==> src/design/olst_pkg.sv <==
// Shared types and codes for the ordered list store.
`default_nettype none

package olst_pkg;

  typedef enum logic [1:0] {
    OP_FRONT  = 2'd0,
    OP_BACK   = 2'd1,
    OP_DELETE = 2'd2,
    OP_SEARCH = 2'd3
  } op_t;

  typedef enum logic [2:0] {
    ST_OK        = 3'd0,
    ST_EMPTY     = 3'd1,
    ST_NOT_FOUND = 3'd2,
    ST_FOUND     = 3'd3,
    ST_FULL      = 3'd4
  } status_t;

  // Per-cycle commands broadcast to every cell of the chain.
  typedef struct packed {
    logic front;    // shift one place toward the back, cell 0 takes the key
    logic back;     // the cell at the fill position takes the key
    logic compare;  // latch the match flag and own index
    logic scan;     // merge the first-match window from a left tap
    logic remove;   // cells at or after the first match take the right neighbour
  } olst_cell_ctl_t;

endpackage

`default_nettype wire

==> src/design/olst_cell.sv <==
// One cell of the ordered list store chain: an entry and its first-match scan state.
`default_nettype none

module olst_cell
  import olst_pkg::*;
#(
  parameter int INDEX = 0,
  parameter int CW    = 7,
  parameter int IW    = 6,
  parameter int NT    = 1,
  parameter int SW    = 1
) (
  input  wire logic           clk,
  input  wire olst_cell_ctl_t ctl,
  input  wire logic [31:0]    key,
  input  wire logic [CW-1:0]  count,
  input  wire logic [31:0]    left_value,
  input  wire logic [31:0]    right_value,
  input  wire logic           tap_found [NT],
  input  wire logic [IW-1:0]  tap_idx   [NT],
  input  wire logic [SW-1:0]  step,
  output logic      [31:0]    value,
  output logic                found,
  output logic      [IW-1:0]  idx
);

  logic in_use;

  assign in_use = CW'(INDEX) < count;

  always_ff @(posedge clk) begin
    priority if (ctl.front) begin
      value <= left_value;
    end else if (ctl.back && (CW'(INDEX) == count)) begin
      value <= key;
    end else if (ctl.remove && found) begin
      value <= right_value;
    end
  end

  // Scan state: flag and index of the first match inside this cell's window.
  always_ff @(posedge clk) begin
    priority if (ctl.compare) begin
      found <= in_use && (value == key);
      idx   <= IW'(INDEX);
    end else if (ctl.scan && tap_found[step]) begin
      found <= 1'b1;
      idx   <= tap_idx[step];
    end
  end

endmodule

`default_nettype wire
==> config.mk <==
export PLATFORM = sky130hd
export DESIGN_NAME = olst_cell
export DESIGN_NICKNAME = d
export VERILOG_FILES = /design/src/design/olst_pkg.sv /design/src/design/olst_cell.sv
export SDC_FILE = /design/constraint.sdc
export NUM_CORES = 1
export LEC_CHECK = 0
export ABC_AREA = 0
export BUFFER_PORTS_ARGS = -buffer_cell sky130_fd_sc_hd__clkbuf_2
export CAP_MARGIN = 30
export CORE_MARGIN = 2
export CORE_UTILIZATION = 39
export CTS_BUF_LIST = sky130_fd_sc_hd__clkbuf_8
export CTS_CLUSTER_DIAMETER = 40
export CTS_CLUSTER_SIZE = 28
export DETAILED_ROUTE_END_ITERATION = 7
export PLACE_DENSITY = 0.77
export SYNTH_ARGS = -nofsm -noshare
export SYNTH_HDL_FRONTEND = slang
export SYNTH_SLANG_ARGS = --single-unit
==> constraint.sdc <==
create_clock -name clk -period 1.85 [get_ports clk]
set_input_delay 0.185 -clock clk [delete_from_list [all_inputs] [get_ports clk]]
set_output_delay 0.185 -clock clk [all_outputs]
set_load 0.02 [all_outputs]
==> results of run 1 <==
per-layer routing:
metal,track usage [%],vias to the layer above,wire length (µm)
met4,6.61,0,97
met1,21.6,975,2460
li1,-,1088,-
met2,35.2,95,3110
met5,0,-,0
met3,5.17,8,493
kinds of logic after synthesis:
| kind of cell | count (synthesis) |
|---|---|
| flip-flops | 39 |
| buffers and inverters | 11 |
| XOR/XNOR | 32 |
| multiplexers | 32 |
| AND/OR/NAND/NOR | 62 |
| AO/OA/AOI/OAI | 40 |
worst paths after layout:
kind	to	slack, ns	cells after the start
max	found$_SDFFCE_PN1P_	0.28	4
min	idx[4]$_SDFFE_PP0P_	0.11	3
min reg2reg	idx[0]$_SDFFE_PP0P_	0.46	2
max reg2reg	found$_SDFFCE_PN1P_	0.28	4
power breakdown:
part	leakage, nW	switching [mW]	internal [mW]	total (mW)
clock network	0.0612	0.305	0.437	0.742
registers	0.384	0.0476	1.04	1.09
logic	1.29	0.293	0.226	0.519
total	1.73	0.646	1.71	2.35
synth_stat cells, drive strengths merged:
cell type  number
dfxtp           6
mux2i          32
nand2b          1
edfxtp         33
nand3           8
clkbuf          7
nor3            1
buf             4
xor2           32
a21oi           7
nor4            9
o31ai           1
nand2          42
nand4           1
o21ai          32
placed cells by master, fill, tap and decap left out:
cell       count
nand4_1        1
nand2_1       41
nand2_2        1
xor2_1        32
dfxtp_1        6
edfxtp_1      33
buf_12         1
buf_4          4
clkbuf_8       6
a21oi_1        7
clkinv_2       1
nor3_1         1
o31ai_1        1
nand3_1        7
nand3_4        1
nor4_1         8
nand2b_1       1
o21ai_1       29
mux2i_1       32
bufinv_16      1
o21ai_0        3
clkbuf_2     154
nor4_4         1
layout make-up:
class / count / area (µm²)
well taps: 72 / 90.1
multi-input cells: 166 / 1100
clock buffers: 6 / 82.6
repair buffers: 159 / 821
fillers: 505 / 2330
clock inverters: 2 / 35.0
flip-flops and latches: 39 / 1110
sequential cells by signal, summed over array words and instances (netlist names):
name	cells
value	32
idx	6
found	1
per-stage QoR:
step,hold WS (ns),area (µm²),std cells,power [mW],utilization [%]
after CTS,0.109,3240,444,2.38,58.2
after global placement,0.426,3130,436,1.62,56.1
after global routing,0.126,3240,444,2.46,58.2
after floorplan,0.333,2280,216,1.37,-
after detailed placement,0.428,3130,436,1.64,56.1
final,0.114,3240,444,2.35,58.2
worst max-delay path: stages, from the launching register on:
cell      delay [ns]
edfxtp_1        0.41
xor2_1          0.16
nor4_1          0.44
nand3_1         0.14
o31ai_1         0.25
==> flow_metrics.env, run 1 <==
export IMPL_outcome="finished clean"
export IMPL_synthesis_area_um2=2280
export IMPL_clk_pin_slew_ns=0.08
export IMPL_htreeDepth=2
export IMPL_antenna_cells=0
export IMPL_finalWeightedCongestion=0.838
export IMPL_crit_fanout=2
export IMPL_grt_max_degree=33
export IMPL_power_density_nw_per_um2=725
export IMPL_drc_errors=0
export IMPL_path_class="register to register"
export IMPL_cts_buffers=5
export IMPL_cp_startpoint="value[22]$_DFFE_PP_"
export IMPL_via_count=2166
export IMPL_dp_slack_ns=0.166
export IMPL_synth_fp_nets=333
export IMPL_endpoint_kind="register"
export IMPL_ant_nets=0
export IMPL_yosysSeqAreaShare_pct=48.8
export IMPL_hold_class="input pin to register"
export IMPL_pin_count=156
export IMPL_synthAdderAreaFrac_pct=0
export IMPL_yosys_warnings=0
export IMPL_slew_headroom_pct=67.2
export IMPL_antenna_found_initial=0
export IMPL_nNetsFinal=488
export IMPL_reg2reg_from="value[22]$_DFFE_PP_"
export IMPL_finalHoldViolations=0
export IMPL_grt_pass1_wl_um=9510
export IMPL_cts_hold_buf=0
export IMPL_grtUsageTotal_pct=19.3
export IMPL_skew_ns=0.0114
export IMPL_avgSynthCellArea_um2=10.5
export IMPL_ir_drop_mv=0.315
export IMPL_min_period_over_period_pct=84.6
export IMPL_grt_ovfl_total=0
export IMPL_startpoint_type="register"
export IMPL_arrival_ns=1.69
export IMPL_synth_seq_cells=39
export IMPL_synthCells=216
export IMPL_tightestPinTransition_ns=0.488
export IMPL_cts_tree="yes"
export IMPL_die_height_um=80.4
export IMPL_synthMuxAreaShare_pct=14.1
export IMPL_cp_required_ns=1.98
export IMPL_finalSetupViolCount=0
export IMPL_start_util_pct=40.9
export IMPL_fin_crit_ns=1.57
export IMPL_coreArea_um2=5570
export IMPL_synth_top_family_by_area="multiplexers"
export IMPL_cap_violations=0
export IMPL_routed_via_density=4.88
export IMPL_synthSimpleGateAreaFrac_pct=13.1
export IMPL_synth_top_cell_by_area="edfxtp_1"
export IMPL_rows=27
export IMPL_root_buffer="clkbuf_8"
export IMPL_clock_path_buffers=2
export IMPL_dieArea_um2=6470
export IMPL_place_hpwl_um=5020
export IMPL_synth_area_leaders="edfxtp_1 (44%), mux2i_1 (14%), xor2_1 (12%)"
export IMPL_fmax_mhz=639
export IMPL_rsz0062_at_grt="no"
export IMPL_clkLatencyLatePin_ns=0.29
export IMPL_hp_start="tap_idx[4]"
export IMPL_total_leakage_power_nw=1.73
export IMPL_cts_num_sinks=39
export IMPL_wl_um=6170
export IMPL_area_growth_pct=42.5
export IMPL_layout_drive_gt1_share_pct=45.7
export IMPL_dr_pass1_iters=4
export IMPL_wl_per_cell_um=13.9
export IMPL_grt_pass1_vias=2148
export IMPL_drtIter0Drc=96
export IMPL_synth_xor_area_share_pct=12.3
export IMPL_synthDistinctLibCells=19
export IMPL_cts_setup_buffers=0
export IMPL_timing_final_ws_setup_ns=0.284
export IMPL_drv_slew=0
export IMPL_cts_repair_resized=0
export IMPL_synth_top_area_share_pct=43.5
export IMPL_synth_compound_area_share_pct=8.90
export IMPL_finalSetupTns_ns=0
export IMPL_die_width_um=80.4
export IMPL_port_buffer_count=154
No activity file was read; power rests on OpenSTA's default activity.
==> run 2, diff against run 1 <==
- CORE_UTILIZATION: 39 -> 43
- PLACE_DENSITY: 0.77 -> 0.81
- clock period: 1.85 -> 1.6 ns (I/O delays scaled with it)
==> flow_metrics.env, run 2 (synthesized netlist as in run 1, its figures left out) <==
export IMPL_drv_slew=0
export IMPL_timing_final_ws_setup_ns=0.147
export IMPL_finalSetupTns_ns=0
export IMPL_final_cell_mix="clkbuf_2 (154), nand2_1 (41), edfxtp_1 (33)"
export IMPL_final_seq_area_um2=1110
export IMPL_largest_register="value"
export IMPL_cp_slowest_cell="edfxtp_1"
export IMPL_finalSetupViolCount=0
export IMPL_drc_errors=0
export IMPL_grt_ovfl_total=0
export IMPL_cp_required_ns=1.72
export IMPL_ant_nets=0
export IMPL_wl_um=6230
export IMPL_finalWeightedCongestion=0.776
export IMPL_multi_input_area_um2=1130
export IMPL_mostFrequentLayoutCell="clkbuf_2"
export IMPL_wl_per_cell_um=14.0
export IMPL_cts_tree="yes"
export IMPL_clock_path_buffers=2
export IMPL_rows=26
export IMPL_antenna_found_initial=0
export IMPL_cts_hold_buf=0
export IMPL_grtUsageTotal_pct=21.5
export IMPL_nNetsFinal=490
export IMPL_die_width_um=76.8
export IMPL_outcome="finished clean"
export IMPL_largest_reg_flops=32
export IMPL_antenna_cells=0
export IMPL_skew_ns=0.00502
export IMPL_comb_power_share_pct=24.8
export IMPL_cts_buffers=5
export IMPL_endpoint_kind="register"
export IMPL_r2r_cells=4
export IMPL_startpoint_type="register"
export IMPL_ir_drop_mv=0.361
export IMPL_layout_drive_gt1_share_pct=46.3
export IMPL_power_frac_clock_pct=25.0
export IMPL_dp_slack_ns=0.0823
export IMPL_fmax_mhz=688
export IMPL_routed_via_density=5.00
export IMPL_arrival_ns=1.57
export IMPL_die_height_um=76.8
export IMPL_grt_pass1_wl_um=10100
export IMPL_cp_slowest_stage_delay_ns=0.40
export IMPL_slew_headroom_pct=77.1
export IMPL_pin_count=156
export IMPL_power_mw=2.51
export IMPL_n_fill_cell=438
export IMPL_p_int_mw=1.77
export IMPL_dr_pass1_iters=4
export IMPL_area_growth_pct=44.1
export IMPL_power_switching_uw=741
export IMPL_root_buffer="clkbuf_8"
export IMPL_clk_pin_slew_ns=0.07
export IMPL_whs_path_depth=3
export IMPL_place_hpwl_um=5090
export IMPL_via_count=2221
export IMPL_path_cells="xor2_1, nor4_1, nand2_1, o31ai_1"
export IMPL_rsz0062_at_grt="no"
export IMPL_hold_class="input pin to register"
export IMPL_drtIter0Drc=134
export IMPL_port_buffer_count=154
export IMPL_coreArea_um2=5110
export IMPL_dieArea_um2=5890
export IMPL_start_util_pct=44.6
export IMPL_p_seq_share_pct=50.2
export IMPL_final_util_pct=64.3
export IMPL_clkLatencyLatePin_ns=0.28
export IMPL_path_class="register to register"
export IMPL_reg_largest_list="value x32, idx x6, found x1"
export IMPL_grt_max_degree=29
export IMPL_min_period_over_period_pct=90.8
export IMPL_switching_share_pct=29.5
export IMPL_htreeDepth=2
export IMPL_finalHoldViolations=0
export IMPL_total_leakage_power_nw=1.75
export IMPL_power_density_nw_per_um2=766
export IMPL_fin_crit_ns=1.45
export IMPL_cap_violations=0
export IMPL_grt_pass1_vias=2148
export IMPL_cts_num_sinks=39
export IMPL_crit_fanout=2
export IMPL_tightestPinTransition_ns=0.341
## run 2: changes by cell type in the layout (fill, tap and decap cells not counted)
cell,previous run,this run
nand2_2,1,0
clkbuf_8,6,5
buf_12,1,4
buf_4,4,3
inv_1,0,2
nand2_4,0,1
nor4_1,8,5
bufinv_16,1,0
nor4_2,0,3
## run 2: stage by stage
stage	hold slack (ns)	instances	area, µm²
6_report	0.105	444	3280
5_1_grt	0.100	444	3280
4_1_cts	0.0973	444	3260
3_5_place_dp	0.405	436	3180
3_3_place_gp	0.401	436	3180
2_1_floorplan	0.308	216	2280
## run 2: routing by layer
metal  vias up  wire, µm  global-route usage, %
li1       1092         -                      -
met1      1009      2580                   26.1
met2       110      3050                   37.3
met3        10       489                   5.06
met4         0       113                   7.09
met5         -         0                      0
## run 2: final timing paths
kind	from	to	slack, ns
worst max-delay path	value[6]$_DFFE_PP_	found$_SDFFCE_PN1P_	0.15
worst min-delay path	tap_idx[5]	idx[5]$_SDFFE_PP0P_	0.10
worst max register to register	value[6]$_DFFE_PP_	found$_SDFFCE_PN1P_	0.15
worst min register to register	idx[1]$_SDFFE_PP0P_	idx[1]$_SDFFE_PP0P_	0.47
## run 2: layout make-up
type / count / area share [%]
clock inverter: 3 / 0.381
sequential: 39 / 33.9
multi-input combinational: 166 / 34.4
tap: 70 / 2.67
clock buffer: 5 / 2.10
timing repair buffer: 161 / 26.6
## run 2: critical path: cells and delay by family (launching register included)
kind | cells | cell delay, ns
and+or+nand+nor | 2 | 0.49
DFF | 1 | 0.40
AOI/OAI and AO/OA | 1 | 0.24
xor gates and xnor gates | 1 | 0.16
## run 2: what timing repair did
item                                    CTS  global route
buffers inserted                          0             0
gates resized for setup                   0             3
endpoints found under the setup margin    0             1
## run 2: power by group through the flow
stage,registers [mW],logic [mW],clock network (mW)
after floorplan,1.38,0.201,0
after global placement,1.28,0.605,0
after detailed placement,1.28,0.620,0
after CTS,1.26,0.622,0.640
after global routing,1.27,0.685,0.696
final,1.26,0.625,0.629
==> run 3, diff against run 2 <==
- RECOVER_POWER: not set -> 100
==> flow_metrics.env, run 3 (synthesized netlist as in run 1, its figures left out) <==
export IMPL_hp_start="tap_idx[5]"
export IMPL_cp_slowest_cell="nor4_1"
export IMPL_clkLatencyLatePin_ns=0.29
export IMPL_skew_ns=0.00548
export IMPL_startpoint_type="input pin"
export IMPL_grt_pass1_wl_um=10100
export IMPL_wl_per_cell_um=14.0
export IMPL_total_leakage_power_nw=1.61
export IMPL_finalHoldViolations=0
export IMPL_finalSetupViolCount=0
export IMPL_grt_pass1_vias=2148
export IMPL_whs_path_depth=3
export IMPL_finalSetupTns_ns=0
export IMPL_r2r_slack_ns=0.14
export IMPL_rows=26
export IMPL_endpoint_kind="register"
export IMPL_drc_errors=0
export IMPL_crit_fanout=18
export IMPL_ir_drop_mv=0.354
export IMPL_nNetsFinal=490
export IMPL_cap_violations=0
export IMPL_dp_slack_ns=0.0823
export IMPL_p_seq_share_pct=51.0
export IMPL_routed_via_density=4.95
export IMPL_ant_nets=0
export IMPL_power_frac_clock_pct=25.3
export IMPL_largest_reg_flops=32
export IMPL_clk_pin_slew_ns=0.07
export IMPL_crit_family="simple AND/OR/NAND/NOR gates"
export IMPL_switching_share_pct=29.5
export IMPL_hold_class="input pin to register"
export IMPL_layout_drive_gt1_share_pct=35.3
export IMPL_power_switching_uw=730
export IMPL_dieArea_um2=5890
export IMPL_coreArea_um2=5110
export IMPL_slew_headroom_pct=62.5
export IMPL_drv_slew=0
export IMPL_cp_slowest_stage_delay_ns=0.52
export IMPL_r2r_end="found$_SDFFCE_PN1P_"
export IMPL_clock_path_buffers=2
export IMPL_hold_end="idx[5]$_SDFFE_PP0P_"
export IMPL_reg_largest_list="value x32, idx x6, found x1"
export IMPL_pin_count=156
export IMPL_cp_required_ns=1.62
export IMPL_die_height_um=76.8
export IMPL_grt_max_degree=29
export IMPL_comb_power_share_pct=23.6
export IMPL_antenna_cells=0
export IMPL_path_class="input pin to register"
export IMPL_start_util_pct=44.6
export IMPL_outcome="finished clean"
export IMPL_crit_buf_inv=2
export IMPL_via_count=2198
export IMPL_cts_num_sinks=39
export IMPL_p_int_mw=1.74
export IMPL_wl_um=6230
export IMPL_timing_final_ws_setup_ns=0.124
export IMPL_r2r_cells=4
export IMPL_cts_setup_buffers=0
export IMPL_root_buffer="clkbuf_8"
export IMPL_mostFrequentLayoutCell="clkbuf_2"
export IMPL_reg2reg_from="value[6]$_DFFE_PP_"
export IMPL_tightestPinTransition_ns=0.557
export IMPL_min_period_over_period_pct=92.2
export IMPL_final_cell_mix="clkbuf_2 (114), nand2_1 (41), clkbuf_1 (40)"
export IMPL_rsz0062_at_grt="no"
export IMPL_dr_pass1_iters=4
export IMPL_grt_ovfl_total=0
export IMPL_drtIter0Drc=113
export IMPL_port_buffer_count=154
export IMPL_arrival_ns=1.50
export IMPL_place_hpwl_um=5090
export IMPL_fin_crit_ns=1.48
export IMPL_area_growth_pct=39.4
export IMPL_largest_register="value"
export IMPL_antenna_found_initial=0
export IMPL_cts_tree="yes"
export IMPL_htreeDepth=2
export IMPL_finalWeightedCongestion=0.776
export IMPL_die_width_um=76.8
export IMPL_cts_buffers=5
export IMPL_grtUsageTotal_pct=21.5
export IMPL_fmax_mhz=678
export IMPL_path_cells="clkbuf_2, nor4_1, nand3_4, buf_4, mux2i_1, o21ai_0"
export IMPL_cts_hold_buf=0
export IMPL_power_density_nw_per_um2=778
==> run 3: cell counts in the layout (fill, tap and decap cells not counted) <==
No cell type changed its count.
==> run 3: how the worst max path moves through the flow <==
stage,to,slack [ns],depth (start not counted),start
finish,value[30]$_DFFE_PP_,0.12,6,count[3]
floorplan,value[0]$_DFFE_PP_,0.15,4,count[5]
CTS,found$_SDFFCE_PN1P_,0.06,4,value[10]$_DFFE_PP_
global route,found$_SDFFCE_PN1P_,0.02,4,value[11]$_DFFE_PP_
detailed placement,found$_SDFFCE_PN1P_,0.08,4,value[10]$_DFFE_PP_
global placement,value[4]$_DFFE_PP_,0.1,6,count[3]
==> run 3: cell type report <==
| cell class | instances | area [µm²] |
|---|---|---|
| clock inverters | 3 | 12.5 |
| repair buffers | 161 | 781 |
| fillers | 474 | 1930 |
| multi-input cells | 166 | 1110 |
| clock buffers | 5 | 68.8 |
| well taps | 70 | 87.6 |
| flip-flops and latches | 39 | 1110 |
==> run 3: layer usage <==
| layer | up-vias | wire, µm | global-route usage [%] |
|---|---|---|---|
| li1 | 1091 | - | - |
| met1 | 999 | 2560 | 26.1 |
| met2 | 98 | 3120 | 37.3 |
| met3 | 10 | 439 | 5.06 |
| met4 | 0 | 113 | 7.09 |
| met5 | - | 0 | 0 |
==> run 3: repair_timing <==
item | CTS | global route
setup endpoints to repair | 0 | 1
gates resized for setup | 0 | 3
endpoints found under the hold margin | 0 | 0
==> run 3: power by group through the flow <==
stage                     Sequential [mW]  Clock [mW]  Combinational, mW
after floorplan                      1.38           0              0.201
after global placement               1.28           0              0.605
after detailed placement             1.28           0              0.620
after CTS                            1.26       0.640              0.622
after global routing                 1.27       0.696              0.644
final                                1.26       0.626              0.584
==> run 3: through the flow <==
stage / utilization (%) / hold WS (ns) / std cells / power [mW] / instance area [µm²]
2_1_floorplan: - / 0.308 / 216 / 1.59 / 2280
3_3_place_gp: 62.3 / 0.401 / 436 / 1.88 / 3180
3_5_place_dp: 62.3 / 0.405 / 436 / 1.90 / 3180
4_1_cts: 63.9 / 0.0973 / 444 / 2.52 / 3260
5_1_grt: 62.2 / 0.100 / 444 / 2.61 / 3170
6_report: 62.2 / 0.104 / 444 / 2.47 / 3170
==> run 3: worst register-to-register path, cell delays in order, from the launching register on <==
cell      delay, ns
edfxtp_1       0.40
xor2_1         0.16
nor4_1         0.37
nand2_1        0.13
o31ai_1        0.24
